File: config.mk
export PLATFORM = sky130hd
export DESIGN_NAME = progress_bar_led_renderer
export DESIGN_NICKNAME = d
export VERILOG_FILES = /design/src/pblr_pkg.sv /design/src/progress_bar_led_renderer.sv /design/src/pblr_front.sv /design/src/pblr_queue.sv /design/src/pblr_back.sv
export SDC_FILE = /design/constraint.sdc
export NUM_CORES = 2
export LEC_CHECK = 0
export BUFFER_PORTS_ARGS = -buffer_cell sky130_fd_sc_hd__buf_2
export CORE_MARGIN = 2
export CORE_UTILIZATION = 59
export CTS_CLUSTER_DIAMETER = 80
export DETAILED_ROUTE_END_ITERATION = 12
export PLACE_DENSITY = 0.88
export SYNTH_ARGS = -nofsm -noshare
export SYNTH_HDL_FRONTEND = slang
export SYNTH_SLANG_ARGS = --single-unit
File: constraint.sdc
create_clock -name clk -period 9.5 [get_ports clk]
set_clock_uncertainty 0.15 [all_clocks]
set_input_delay 0 -clock clk [delete_from_list [all_inputs] [get_ports clk]]
set_output_delay 0 -clock clk [all_outputs]
set_load 0.005 [all_outputs]
File: src/pblr_pkg.sv
// Shared constants, types and elaboration-time tables for the progress bar LED renderer.
// Used by every module in src but pblr_checker; depends on nothing.
package pblr_pkg;

    localparam int MAX_LEDS    = 64;
    localparam int PULSE_STEPS = 256;
    localparam int LED_IDX_W   = $clog2(MAX_LEDS);
    localparam int LED_CNT_W   = $clog2(MAX_LEDS + 1);
    localparam int PULSE_IDX_W = $clog2(PULSE_STEPS);
    localparam int LEVEL_W     = 17;
    localparam int PCT_MAX     = 100;
    localparam int PCT_W       = 7;
    localparam int ADDR_W      = 4;
    localparam int DATA_W      = 32;

    localparam logic [LEVEL_W-1:0] ONE_Q16     = 17'd65536;
    localparam logic [LEVEL_W-1:0] DONE_LEVEL  = 17'd65209;
    localparam logic [LEVEL_W-1:0] FLOOR_LEVEL = 17'd9830;

    localparam logic [63:0] HALF_PI_Q30 = 64'd1686629713;
    localparam logic [63:0] Q30_ONE     = 64'd1073741824;

    // register indexes (paddr[3:2])
    localparam logic [1:0] REG_BAR_COLOR    = 2'd0;
    localparam logic [1:0] REG_FINISH_COLOR = 2'd1;
    localparam logic [1:0] REG_GLIDE_ALPHA  = 2'd2;
    localparam logic [1:0] REG_LED_COUNT    = 2'd3;

    localparam logic [23:0]          BAR_COLOR_RST    = 24'h00a0ff;
    localparam logic [23:0]          FINISH_COLOR_RST = 24'h00ff40;
    localparam logic [LEVEL_W-1:0]   GLIDE_ALPHA_RST  = 17'd5190;
    localparam logic [LED_CNT_W-1:0] LED_COUNT_RST    = LED_CNT_W'(MAX_LEDS);

    typedef struct packed {
        logic                  done;
        logic [23:0]           color;
        logic [7:0]            pulse_lv;
        logic [LED_CNT_W-1:0]  head;
        logic [15:0]           frac;
        logic [LED_IDX_W-1:0]  last_idx;
    } frame_desc_t;

    typedef struct packed {
        logic full;
        logic empty;
    } q_stat_t;

    // integer Taylor series for sin(x), x in Q30
    function automatic logic [31:0] sine_mag_q30(input logic [63:0] x);
        logic [63:0] x2;
        logic [63:0] term;
        logic [63:0] sum;
        logic [63:0] t;
        x2   = (x * x) >> 30;
        term = x;
        sum  = x;
        for (int n = 1; n <= 6; n++)
        begin
            t = (term * x2) >> 30;
            case (n)
                1: term = t / 64'd6;
                2: term = t / 64'd20;
                3: term = t / 64'd42;
                4: term = t / 64'd72;
                5: term = t / 64'd110;
                default: term = t / 64'd156;
            endcase
            if (n % 2 == 1)
                sum = sum - term;
            else
                sum = sum + term;
        end
        if (sum > Q30_ONE)
            sum = Q30_ONE;
        return sum[31:0];
    endfunction

    function automatic logic [PULSE_STEPS*8-1:0] build_pulse_table();
        logic [PULSE_STEPS*8-1:0] tab;
        logic [63:0] turn;
        logic [63:0] r;
        logic [63:0] x;
        logic [63:0] m;
        logic [1:0]  quad;
        tab = '0;
        for (int k = 0; k < PULSE_STEPS; k++)
        begin
            turn = (64'(k) << 32) / PULSE_STEPS;
            quad = turn[31:30];
            r    = turn & (Q30_ONE - 64'd1);
            if (quad[0])
                r = Q30_ONE - r;
            x = (r * HALF_PI_Q30) >> 30;
            m = (64'd102 * 64'(sine_mag_q30(x)) + 64'd536870912) >> 30;
            if (quad[1])
                tab[k*8 +: 8] = 8'(64'd153 - m);
            else
                tab[k*8 +: 8] = 8'(64'd153 + m);
        end
        return tab;
    endfunction

    // round(p * 65536 / 100) for p = 0..100
    function automatic logic [(PCT_MAX+1)*LEVEL_W-1:0] build_percent_table();
        logic [(PCT_MAX+1)*LEVEL_W-1:0] tab;
        tab = '0;
        for (int p = 0; p <= PCT_MAX; p++)
            tab[p*LEVEL_W +: LEVEL_W] = LEVEL_W'((p * 65536 + 50) / 100);
        return tab;
    endfunction

    localparam logic [PULSE_STEPS*8-1:0]         PULSE_TABLE   = build_pulse_table();
    localparam logic [(PCT_MAX+1)*LEVEL_W-1:0]   PERCENT_TABLE = build_percent_table();

endpackage

File: src/progress_bar_led_renderer.sv
// Top level of the progress bar LED renderer: register file, front end, queue, back end.
// Depends on pblr_pkg, pblr_front, pblr_queue, pblr_back.
//
// Renders a download progress bar onto an LED strip of up to 64 LEDs. Each input
// item is a frame request (percent, active flag, pulse phase) or, with tuser[0]
// set, a reseed that loads both target and shown levels from percent and emits
// nothing. A frame item passes through the front-end steps in order (accept,
// target, glide multiply, update, descriptor) and then yields one pixel item per
// LED (led_count clamped to 1..64), one per cycle while m_tready stays high,
// from the back end's output register, which loads each frame's descriptor
// between frames. A two-entry descriptor queue lets the front end take the next
// item while pixels stream.
// Registers (APB, byte address 4*i): 0 bar_color, 1 finish_color, 2 glide_alpha,
// 3 led_count; write them only while the block is idle.
module progress_bar_led_renderer
(
    input  logic                          clk,
    input  logic                          rst_n,
    input  logic                          s_tvalid,
    output logic                          s_tready,
    input  logic [15:0]                   s_tdata,   // percent[6:0], pulse_phase[14:7]
    input  logic [1:0]                    s_tuser,   // reseed[0], download_active[1]
    output logic                          m_tvalid,
    input  logic                          m_tready,
    output logic [31:0]                   m_tdata,   // pixel_index[5:0], red[13:6], green[21:14], blue[29:22]
    output logic                          m_tlast,   // last_pixel
    input  logic                          psel,
    input  logic                          penable,
    input  logic                          pwrite,
    input  logic [pblr_pkg::ADDR_W-1:0]   paddr,
    input  logic [pblr_pkg::DATA_W-1:0]   pwdata,
    output logic [pblr_pkg::DATA_W-1:0]   prdata,
    output logic                          pready
);

    logic [23:0]                     bar_color_reg;
    logic [23:0]                     finish_color_reg;
    logic [pblr_pkg::LEVEL_W-1:0]    glide_alpha_reg;
    logic [pblr_pkg::LED_CNT_W-1:0]  led_count_reg;
    logic                            wr_en;

    pblr_pkg::q_stat_t      q_stat;
    pblr_pkg::frame_desc_t  push_desc;
    pblr_pkg::frame_desc_t  pop_desc;
    logic                   push;
    logic                   pop;

    assign pready = 1'b1;
    assign wr_en  = psel && penable && pwrite && pready;

    always_comb
    begin
        unique case (paddr[3:2])
            pblr_pkg::REG_BAR_COLOR:    prdata = {8'd0, bar_color_reg};
            pblr_pkg::REG_FINISH_COLOR: prdata = {8'd0, finish_color_reg};
            pblr_pkg::REG_GLIDE_ALPHA:  prdata = {15'd0, glide_alpha_reg};
            pblr_pkg::REG_LED_COUNT:    prdata = {25'd0, led_count_reg};
            default:                    prdata = '0;
        endcase
    end

    always_ff @(posedge clk or negedge rst_n)
    begin
        if (!rst_n)
        begin
            bar_color_reg    <= pblr_pkg::BAR_COLOR_RST;
            finish_color_reg <= pblr_pkg::FINISH_COLOR_RST;
            glide_alpha_reg  <= pblr_pkg::GLIDE_ALPHA_RST;
            led_count_reg    <= pblr_pkg::LED_COUNT_RST;
        end
        else if (wr_en)
        begin
            unique case (paddr[3:2])
                pblr_pkg::REG_BAR_COLOR:    bar_color_reg    <= pwdata[23:0];
                pblr_pkg::REG_FINISH_COLOR: finish_color_reg <= pwdata[23:0];
                pblr_pkg::REG_GLIDE_ALPHA:  glide_alpha_reg  <= pwdata[pblr_pkg::LEVEL_W-1:0];
                pblr_pkg::REG_LED_COUNT:    led_count_reg    <= pwdata[pblr_pkg::LED_CNT_W-1:0];
                default:                    ;
            endcase
        end
    end

    pblr_front u_front
    (
        .clk          (clk),
        .rst_n        (rst_n),
        .s_tvalid     (s_tvalid),
        .s_tready     (s_tready),
        .s_tdata      (s_tdata),
        .s_tuser      (s_tuser),
        .bar_color    (bar_color_reg),
        .finish_color (finish_color_reg),
        .glide_alpha  (glide_alpha_reg),
        .led_count    (led_count_reg),
        .q_stat       (q_stat),
        .push         (push),
        .push_desc    (push_desc)
    );

    pblr_queue u_queue
    (
        .clk       (clk),
        .rst_n     (rst_n),
        .push      (push),
        .push_desc (push_desc),
        .pop       (pop),
        .pop_desc  (pop_desc),
        .q_stat    (q_stat)
    );

    pblr_back u_back
    (
        .clk      (clk),
        .rst_n    (rst_n),
        .q_stat   (q_stat),
        .pop_desc (pop_desc),
        .pop      (pop),
        .m_tvalid (m_tvalid),
        .m_tready (m_tready),
        .m_tdata  (m_tdata),
        .m_tlast  (m_tlast)
    );

endmodule

File: src/pblr_front.sv
// Front end: accepts input items, handles reseed, updates target and shown levels,
// and builds one frame descriptor per frame item. Depends on pblr_pkg.
module pblr_front
(
    input  logic                            clk,
    input  logic                            rst_n,
    input  logic                            s_tvalid,
    output logic                            s_tready,
    input  logic [15:0]                     s_tdata,   // percent[6:0], pulse_phase[14:7]
    input  logic [1:0]                      s_tuser,   // reseed[0], download_active[1]
    input  logic [23:0]                     bar_color,
    input  logic [23:0]                     finish_color,
    input  logic [pblr_pkg::LEVEL_W-1:0]    glide_alpha,
    input  logic [pblr_pkg::LED_CNT_W-1:0]  led_count,
    input  pblr_pkg::q_stat_t               q_stat,
    output logic                            push,
    output pblr_pkg::frame_desc_t           push_desc
);

    typedef enum logic [2:0] {F_IDLE, F_TARGET, F_MUL, F_APPLY, F_PUSH} fstate_t;

    fstate_t                         state_reg;
    logic [pblr_pkg::LEVEL_W-1:0]    target_reg;
    logic [pblr_pkg::LEVEL_W-1:0]    shown_reg;
    logic [pblr_pkg::LEVEL_W-1:0]    lvl_reg;
    logic                            active_reg;
    logic [7:0]                      phase_reg;
    logic                            up_reg;
    logic [2*pblr_pkg::LEVEL_W-1:0]  prod_reg;

    logic [pblr_pkg::PCT_W-1:0]      pct_c;
    logic [pblr_pkg::LEVEL_W-1:0]    lvl_in;
    logic [pblr_pkg::LEVEL_W-1:0]    alpha_c;
    logic [pblr_pkg::LEVEL_W-1:0]    diff;
    logic [2*pblr_pkg::LEVEL_W:0]    step_sum;
    logic [pblr_pkg::LEVEL_W-1:0]    step;
    logic [pblr_pkg::LED_CNT_W-1:0]  n_c;
    logic [pblr_pkg::LEVEL_W+pblr_pkg::LED_CNT_W-1:0] pos;
    logic [31:0]                     pidx_wide;
    logic [pblr_pkg::PULSE_IDX_W-1:0] pidx;
    logic                            done;

    assign s_tready = (state_reg == F_IDLE);

    always_comb
    begin
        pct_c = (s_tdata[6:0] > 7'(pblr_pkg::PCT_MAX)) ? 7'(pblr_pkg::PCT_MAX) : s_tdata[6:0];
        lvl_in = pblr_pkg::PERCENT_TABLE[pct_c*pblr_pkg::LEVEL_W +: pblr_pkg::LEVEL_W];

        alpha_c = (glide_alpha > pblr_pkg::ONE_Q16) ? pblr_pkg::ONE_Q16 : glide_alpha;
        diff    = (target_reg >= shown_reg) ? (target_reg - shown_reg) : (shown_reg - target_reg);
        step_sum = {1'b0, prod_reg} + 35'd32768;
        step     = step_sum[32:16];

        if (led_count == '0)
            n_c = 7'd1;
        else if (led_count > pblr_pkg::LED_CNT_W'(pblr_pkg::MAX_LEDS))
            n_c = pblr_pkg::LED_CNT_W'(pblr_pkg::MAX_LEDS);
        else
            n_c = led_count;

        pos  = shown_reg * n_c;
        done = (shown_reg >= pblr_pkg::DONE_LEVEL);

        pidx_wide = (32'(phase_reg) * 32'(pblr_pkg::PULSE_STEPS)) >> 8;
        if (pidx_wide >= 32'(pblr_pkg::PULSE_STEPS))
            pidx = pblr_pkg::PULSE_IDX_W'(pblr_pkg::PULSE_STEPS - 1);
        else
            pidx = pidx_wide[pblr_pkg::PULSE_IDX_W-1:0];

        push_desc.done     = done;
        push_desc.color    = done ? finish_color : bar_color;
        push_desc.pulse_lv = pblr_pkg::PULSE_TABLE[pidx*8 +: 8];
        push_desc.head     = pos[pblr_pkg::LED_CNT_W+15:16];
        push_desc.frac     = pos[15:0];
        push_desc.last_idx = pblr_pkg::LED_IDX_W'(n_c - 7'd1);

        push = (state_reg == F_PUSH) && !q_stat.full;
    end

    always_ff @(posedge clk or negedge rst_n)
    begin
        if (!rst_n)
        begin
            state_reg  <= F_IDLE;
            target_reg <= '0;
            shown_reg  <= '0;
            lvl_reg    <= '0;
            active_reg <= 1'b0;
            phase_reg  <= '0;
            up_reg     <= 1'b0;
            prod_reg   <= '0;
        end
        else
        begin
            unique case (state_reg)
                F_IDLE:
                begin
                    if (s_tvalid)
                    begin
                        lvl_reg    <= lvl_in;
                        active_reg <= s_tuser[1];
                        phase_reg  <= s_tdata[14:7];
                        if (s_tuser[0])
                        begin
                            // reseed: jump both levels, no frame
                            target_reg <= lvl_in;
                            shown_reg  <= lvl_in;
                        end
                        else
                            state_reg <= F_TARGET;
                    end
                end
                F_TARGET:
                begin
                    if (active_reg)
                        target_reg <= lvl_reg;
                    state_reg <= F_MUL;
                end
                F_MUL:
                begin
                    up_reg    <= (target_reg >= shown_reg);
                    prod_reg  <= alpha_c * diff;
                    state_reg <= F_APPLY;
                end
                F_APPLY:
                begin
                    shown_reg <= up_reg ? (shown_reg + step) : (shown_reg - step);
                    state_reg <= F_PUSH;
                end
                F_PUSH:
                begin
                    if (!q_stat.full)
                        state_reg <= F_IDLE;
                end
                default:
                    state_reg <= F_IDLE;
            endcase
        end
    end

endmodule

File: src/pblr_queue.sv
// Two-entry queue of frame descriptors between front and back end.
// Depends on pblr_pkg.
module pblr_queue
(
    input  logic                   clk,
    input  logic                   rst_n,
    input  logic                   push,
    input  pblr_pkg::frame_desc_t  push_desc,
    input  logic                   pop,
    output pblr_pkg::frame_desc_t  pop_desc,
    output pblr_pkg::q_stat_t      q_stat
);

    pblr_pkg::frame_desc_t  mem_reg [2];
    logic                   wr_ptr_reg;
    logic                   rd_ptr_reg;
    logic [1:0]             count_reg;
    logic [1:0]             count_next;

    assign q_stat.full  = (count_reg == 2'd2);
    assign q_stat.empty = (count_reg == 2'd0);
    assign pop_desc     = mem_reg[rd_ptr_reg];

    always_comb
    begin
        count_next = count_reg;
        if (push && !pop)
            count_next = count_reg + 2'd1;
        else if (pop && !push)
            count_next = count_reg - 2'd1;
    end

    always_ff @(posedge clk)
    begin
        if (push)
            mem_reg[wr_ptr_reg] <= push_desc;
    end

    always_ff @(posedge clk or negedge rst_n)
    begin
        if (!rst_n)
        begin
            wr_ptr_reg <= 1'b0;
            rd_ptr_reg <= 1'b0;
            count_reg  <= 2'd0;
        end
        else
        begin
            if (push)
                wr_ptr_reg <= ~wr_ptr_reg;
            if (pop)
                rd_ptr_reg <= ~rd_ptr_reg;
            count_reg <= count_next;
        end
    end

endmodule

File: src/pblr_back.sv
// Back end: takes frame descriptors and emits one pixel item per LED through an
// output register. Depends on pblr_pkg.
module pblr_back
(
    input  logic                   clk,
    input  logic                   rst_n,
    input  pblr_pkg::q_stat_t      q_stat,
    input  pblr_pkg::frame_desc_t  pop_desc,
    output logic                   pop,
    output logic                   m_tvalid,
    input  logic                   m_tready,
    output logic [31:0]            m_tdata,   // pixel_index[5:0], red[13:6], green[21:14], blue[29:22]
    output logic                   m_tlast    // last_pixel
);

    pblr_pkg::frame_desc_t           desc_reg;
    logic                            busy_reg;
    logic [pblr_pkg::LED_IDX_W-1:0]  idx_reg;
    logic                            tvalid_reg;
    logic [31:0]                     tdata_reg;
    logic                            tlast_reg;

    logic                            out_free;
    logic [pblr_pkg::LED_CNT_W-1:0]  idx_ext;
    logic [pblr_pkg::LEVEL_W-1:0]    lv;
    logic [7:0]                      red;
    logic [7:0]                      green;
    logic [7:0]                      blue;

    // bar: (c * lv) >> 16; pulse: (c * lv) / 255 via reciprocal, exact for products of two 8-bit values
    function automatic logic [7:0] scale_ch(input logic [7:0] c,
                                            input logic [pblr_pkg::LEVEL_W-1:0] level,
                                            input logic pulse);
        logic [24:0] prod;
        logic [16:0] q;
        prod = c * level;
        q    = {1'b0, prod[15:0]} + 17'd1 + {9'd0, prod[15:8]};
        return pulse ? q[15:8] : prod[23:16];
    endfunction

    assign out_free = !tvalid_reg || m_tready;
    assign pop      = !busy_reg && !q_stat.empty;
    assign m_tvalid = tvalid_reg;
    assign m_tdata  = tdata_reg;
    assign m_tlast  = tlast_reg;

    always_comb
    begin
        idx_ext = {1'b0, idx_reg};
        if (desc_reg.done)
            lv = {9'd0, desc_reg.pulse_lv};
        else
        begin
            if (idx_ext < desc_reg.head)
                lv = pblr_pkg::ONE_Q16;
            else if (idx_ext == desc_reg.head)
                lv = {1'b0, desc_reg.frac};
            else
                lv = '0;
            if (lv < pblr_pkg::FLOOR_LEVEL)
                lv = pblr_pkg::FLOOR_LEVEL;
        end
        red   = scale_ch(desc_reg.color[23:16], lv, desc_reg.done);
        green = scale_ch(desc_reg.color[15:8], lv, desc_reg.done);
        blue  = scale_ch(desc_reg.color[7:0], lv, desc_reg.done);
    end

    always_ff @(posedge clk or negedge rst_n)
    begin
        if (!rst_n)
        begin
            desc_reg   <= '0;
            busy_reg   <= 1'b0;
            idx_reg    <= '0;
            tvalid_reg <= 1'b0;
            tdata_reg  <= '0;
            tlast_reg  <= 1'b0;
        end
        else
        begin
            if (pop)
            begin
                desc_reg <= pop_desc;
                busy_reg <= 1'b1;
                idx_reg  <= '0;
            end
            if (out_free)
            begin
                tvalid_reg <= busy_reg;
                if (busy_reg)
                begin
                    tdata_reg <= {2'b00, blue, green, red, idx_reg};
                    tlast_reg <= (idx_reg == desc_reg.last_idx);
                    if (idx_reg == desc_reg.last_idx)
                        busy_reg <= 1'b0;
                    else
                        idx_reg <= idx_reg + 1'b1;
                end
            end
        end
    end

endmodule

Word level (Yosys, flattened, before mapping)
Memories as Yosys holds them, arrays and structs flattened. A register that Yosys moved wholly into a read port is not among the register bits.
Index checks and enable logic that the tools add are counted.
{"block": "word_totals", "ff_bits": 212, "ram_bits": 124, "inputBits": 61, "out_inout_bits": 68, "elab_cells": 137, "mem_count": 1}
{"block": "classes", "n_addsub": 15, "mul": 6, "n_lt_le_gt_ge": 8, "n_eq_ne": 15, "shift": 2, "muxes": 38, "n_bitwise": 2, "n_reduce_logical": 30}
{"name": "u_queue.mem_reg", "depth": 2, "width": 62, "rd": 1, "rd_ports_with_merged_regs": 1, "wr": 1, "line": "pblr_queue.sv:14", "source": "pblr_pkg::frame_desc_t mem_reg [2];"}
{"cell": "2048-bit by 12-bit variable part select with 8-bit output, first input constant", "count": 1}
{"cell": "1717-bit by 13-bit variable part select with 17-bit output, first input constant", "count": 1}
{"cell": "17-bit two-way mux", "count": 10}
{"cell": "32-bit case mux with 4 select lines", "count": 1}
{"cell": "8-bit by 17-bit multiplier with 24-bit output", "count": 3}
{"cell": "17-bit case mux with 2 select lines", "count": 2}
{"cell": "17-bit subtractor", "count": 3}
{"cell": "16-bit by 1-bit adder with 16-bit output, second input constant", "count": 3}
{"cell": "16-bit by 8-bit adder with 16-bit output", "count": 3}
{"cell": "33-bit by 16-bit adder with 33-bit output, second input constant", "count": 1}
{"cell": "17-bit by 17-bit multiplier with 33-bit output", "count": 1}
{"cell": "8-bit two-way mux", "count": 4}
{"cell": "24-bit two-way mux", "count": 1}
{"cell": "6-bit two-way mux", "count": 4}
{"cell": "17-bit by 7-bit multiplier with 23-bit output", "count": 1}
{"cell": "7-bit two-way mux", "count": 3}
{"cell": "17-bit adder", "count": 1}
{"cell": "17-bit by 16-bit greater-or-equal comparator with 1-bit output, second input constant", "count": 1}
{"cell": "17-bit greater-or-equal comparator", "count": 1}
{"cell": "17-bit > comparator, second input constant", "count": 1}
{"cell": "17-bit by 14-bit less-than comparator with 1-bit output, second input constant", "count": 1}
{"cell": "16-bit two-way mux", "count": 1}
{"cell": "3-bit case mux with 5 select lines", "count": 1}
{"cell": "7-bit > comparator, second input constant", "count": 2}
{"cell": "other kinds (30)", "count": 65}

Depth between registers and ports, before layout
{"block": "depth", "word_depth": 11, "mapped_depth": 40, "mapped_depth_nobuf": 38}

By module
A second synthesis with hierarchy kept.
{"block": "unflattened", "hier_cells": 5476, "area_unflattened_um2": 49004.5}
{"module": "pblr_front", "n_inst": 1, "cells_each": 2933, "area_per_inst_um2": 22829.4, "seq_area_each_um2": 2052.0}
{"module": "pblr_back", "n_inst": 1, "cells_each": 2106, "area_per_inst_um2": 17799.6, "seq_area_each_um2": 2527.4}
{"module": "pblr_queue", "n_inst": 1, "cells_each": 209, "area_per_inst_um2": 4961.0, "seq_area_each_um2": 3823.7}
{"module": "progress_bar_led_renderer", "n_inst": 1, "cells_each": 228, "area_per_inst_um2": 3414.5, "seq_area_each_um2": 1833.0}

Least setup slack after synthesis
OpenSTA, ideal clock, no wires.
{"block": "synth_timing", "path_kind": "register to register", "startpoint": "register u_front.shown_reg[7] (netlist bit)", "endpoint": "register u_front.prod_reg[32] (netlist bit)", "setup_time_ns": 0.127, "arrival_ns": 8.845, "required_time_ns": 9.223, "slack_ns": 0.378, "path_stages_with_launch": 41, "n_path_buf": 4, "period_less_slack_ns": 9.122, "path_cell_list": "dfrtp_1 clkbuf_1 inv_1 ha_1 clkbuf_1 nand2_1 o21ai_0 inv_1 a211oi_2 o31a_1 buf_2 mux2i_1 o22ai_1 or2_1 a311oi_2 xnor2_1 buf_2 nand2_1 (+5 left out) inv_1 fa_1 inv_1 fa_1 inv_1 fa_1 ha_1 nand2_1 nor3_1 o21ai_0 a31oi_1 o21ai_0 o2111ai_1 nand4_1 and4_1 o211ai_1 a21boi_0 nand3b_1"}
{"block": "synth_via", "elab_chain_cells": 3, "elab_cells_between_ends": 5, "cone_classes": "2 x add/sub; 1 x mul; 1 x order compare; 1 x mux"}
{"item": "start, declared", "line": "pblr_front.sv:24", "source": "logic [pblr_pkg::LEVEL_W-1:0] shown_reg;"}
{"item": "start signal, assigned", "line": "pblr_front.sv:108", "source": "shown_reg <= lvl_in;"}
{"item": "start signal, assigned", "line": "pblr_front.sv:128", "source": "shown_reg <= up_reg ? (shown_reg + step) : (shown_reg - step);"}
{"item": "17-bit subtractor / 17-bit greater-or-equal comparator (equally long branches)", "line": "pblr_front.sv:51", "source": "diff = (target_reg >= shown_reg) ? (target_reg - shown_reg) : (shown_reg - target_reg);"}
{"item": "17-bit two-way mux *", "line": "pblr_front.sv:51"}
{"item": "17-bit by 17-bit multiplier with 33-bit output *", "line": "pblr_front.sv:123", "source": "prod_reg <= alpha_c * diff;"}
{"item": "end signal, assigned", "line": "pblr_front.sv:123"}
{"item": "end, declared", "line": "pblr_front.sv:29", "source": "logic [2*pblr_pkg::LEVEL_W-1:0] prod_reg;"}
Every way passes the cells marked *; elsewhere a longest branch is shown, timed or not.
A chain may end at the register's enable or synchronous reset.

Final worst setup path
{"block": "layout_timing", "startpoint": "register u_front.shown_reg[4] (netlist bit)", "endpoint": "register u_front.prod_reg[32] (netlist bit)"}
The elaborated chain is that of the path after synthesis.

==> results_dict.tcl <==
set metrics [dict create \
    ys.warnings.count 0 \
    crit_path_start_kind "flip-flop" \
    clkLatencyLatePin_ns 0.62 \
    fmax_mhz 108.0 \
    fin_ws_ns 0.2382 \
    pre_cts_ws_ns 0.02839 \
    cp_max_fo 6 \
    worstMarginPinSlew_ns 1.281 \
    worstPathArrival_ns 9.60 \
    whs_ns 0.03447 \
    wl_met3_mm 13.91 \
    multi_input_area_mm2 0.03417 \
    cts_buffers 47 \
    dr_total_vias 40480 \
    outcome "finished, final reports clean" \
    yosysTopAreaCellShare_pct 23.45 \
    fillers 6050 \
    min_path_type "input pin to flip-flop" \
    worstPathRequired_ns 9.84 \
    max_stage_delay_ns 0.55 \
    grt_start_max_net_pins 83 \
    syn_area_per_cell_um2 8.885 \
    drv_cap 0 \
    hold_viol_final 0 \
    setup_viol 0 \
    slew_headroom_pct 14.40 \
    ys_ff_latch 383 \
    period_needed_ns 9.262 \
    synth_commonest_cells "nand2_1 (764), inv_1 (721), fa_1 (564)" \
    grt_usage_pct 32.60 \
    drc 0 \
    seqCellArea_mm2 0.01024 \
    clkSlewWorstSetupHoldPaths_ns 0.07 \
    initial_core_util_pct 59.68 \
    vias_per_cell 6.167 \
    largest_reg_flops 124 \
    grt_overflow 0 \
    root_buffer "clkbuf_16" \
    async_flop_share_pct 67.62 \
    dr_wl_met2_mm 64.04 \
    antenna_found_initial 10 \
    dp_hpwl_mm 98.11 \
    cts.path.max_buffers 3 \
    grt_pass1_wl_mm 217.4 \
    cts-htree-levels 2 \
    wl_per_cell_um 20.56 \
    slew_viol_final 0 \
    end_kind "flip-flop" \
    place.port_buffers 106 \
    period_share_pct 97.49 \
    dp_cells 6419 \
    routed_wl_mm 135.0 \
    synth_edf_count 124 \
    io_pins 129 \
    path_class "flip-flop to flip-flop" \
    fp.coreArea_mm2 0.08068 \
    grt_pass1_vias 41560 \
    final_nets 6460 \
    cts_tree "built" \
    final_core_util_pct 64.63 \
    synthFlopType "dfrtp_1" \
    die_w_um 289.7 \
    slowest_stage "or4_1" \
    drtIter0Drc 3864 \
    stdcell_count 6564 \
    synth_most_common_cell "nand2_1" \
    rows 104 \
    antenna_left 0 \
    yosysTopAreaCell "fa_1" \
    dieHeight_um 289.7 \
    areaGrowthSynthToFinish_pct 8.290 \
    drt_pass1_iterations 6 \
    clock_sinks 383 \
    drive_above_1_share_pct 9.651 \
    place.gp.congestion 1.027 \
    yosysSeqAreaShare_pct 21.26 \
    cpMostUsedCell "fa_1" \
    synth_area_mm2 0.04815 \
    die-area_mm2 0.08391 \
    yosys.cell_types.count 86 \
    synth_area_leaders "fa_1 (23%), dfrtp_1 (12%), ha_1 (9.7%)" \
    top_layer "met5" \
    synth_cells 5419 \
    wl_met1_mm 50.17 \
]
==> critical path: cells and delay by family, from the launching register on <==
kind	cells	cell delay [ns]
adder cells (fa/ha/maj)	8	3.62
XOR/XNOR	1	0.19
buffers and inverters	9	0.82
flip-flops	1	0.36
AO/OA/AOI/OAI	11	2.15
AND/OR/NAND/NOR	9	1.86
==> routing by layer <==
layer,vias to the layer above,GRT usage [%]
li1,17810,-
met1,19820,41.05
met2,2322,53.97
met3,525,6.994
met4,12,14.99
met5,-,0
==> cells by family (layout without fill, tap and decap cells) <==
logic type / after synthesis / count (layout) / synth area share (%)
and+or+nand+nor: 1721 / 1721 / 16.48
xor gates and xnor gates: 204 / 204 / 3.711
DFF: 383 / 383 / 21.26
muxes: 231 / 231 / 5.444
buffers and inverters: 1027 / 1101 / 8.144
AOI/OAI and AO/OA: 914 / 914 / 11.81
other: 2 / 13 / 0.01560
adders and majority gates: 937 / 937 / 33.14
==> metrics by stage <==
| stage | cell area, um^2 | TNS, ns |
|---|---|---|
| finish | 52140 | 0 |
| global route | 52140 | -0.4373 |
| CTS | 52010 | 0 |
| detailed placement | 49870 | 0 |
| global placement | 49870 | 0 |
| floorplan | 48180 | 0 |
==> final cells by class <==
type                            count  area share [%]
Antenna cell                        2        0.009599
Clock buffer                       57           2.407
Clock inverter                     31          0.6887
Inverter                          723           5.207
Multi-Input combinational cell   4018           65.53
Sequential cell                   383           19.64
Tap cell                         1060           2.544
Timing Repair Buffer              290           3.974
==> repair_timing <==
item,in CTS,in global routing
pin swaps,0,6
endpoints found under the setup margin,2,19
hold endpoints to repair,242,0
hold buffers,50,0
resized for setup,1,21
setup buffers,0,5
==> worst paths after layout <==
path	start	endpoint	slack, ns	cells after the start
min in group asynchronous	rst_n	u_front.prod_reg[24]$_DFFE_PN0P_	0.41	4
min	s_tdata[14]	u_front.phase_reg[7]$_DFFE_PN0P_	0.03	3
max in group asynchronous	rst_n	u_queue.rd_ptr_reg$_DFFE_PN0P_	7.06	5
min reg2reg	u_back.m_tdata[5]$_DFFE_PN0P_	u_back.m_tdata[5]$_DFFE_PN0P_	0.32	2
max reg2reg	u_front.shown_reg[4]$_DFFE_PN0P_	u_front.prod_reg[32]$_DFFE_PN0P_	0.24	38
max	u_front.shown_reg[4]$_DFFE_PN0P_	u_front.prod_reg[32]$_DFFE_PN0P_	0.24	38
==> cells in the final DEF (no fill, tap or decap), drive strengths merged, types with 20 or more instances in the layout <==
cell type,instances
buf,241
a31oi,29
clkbuf,57
xnor2,132
and2,186
o211ai,37
ha,372
xor2,72
dfrtp,234
inv,730
nand3,65
a211oi,43
nor3,65
nor2b,131
mux2,117
o31ai,20
edfxtp,124
nand2,764
nor2,323
mux2i,101
a21o,50
fa,564
a21oi,232
dlygate4sd3,49
o21ai,306
and3,52
dfstp,25
nand2b,62
Power is left out: the tool's default activity adds up to more than one toggle a clock period on the data nets, which glitch-free logic cannot reach.
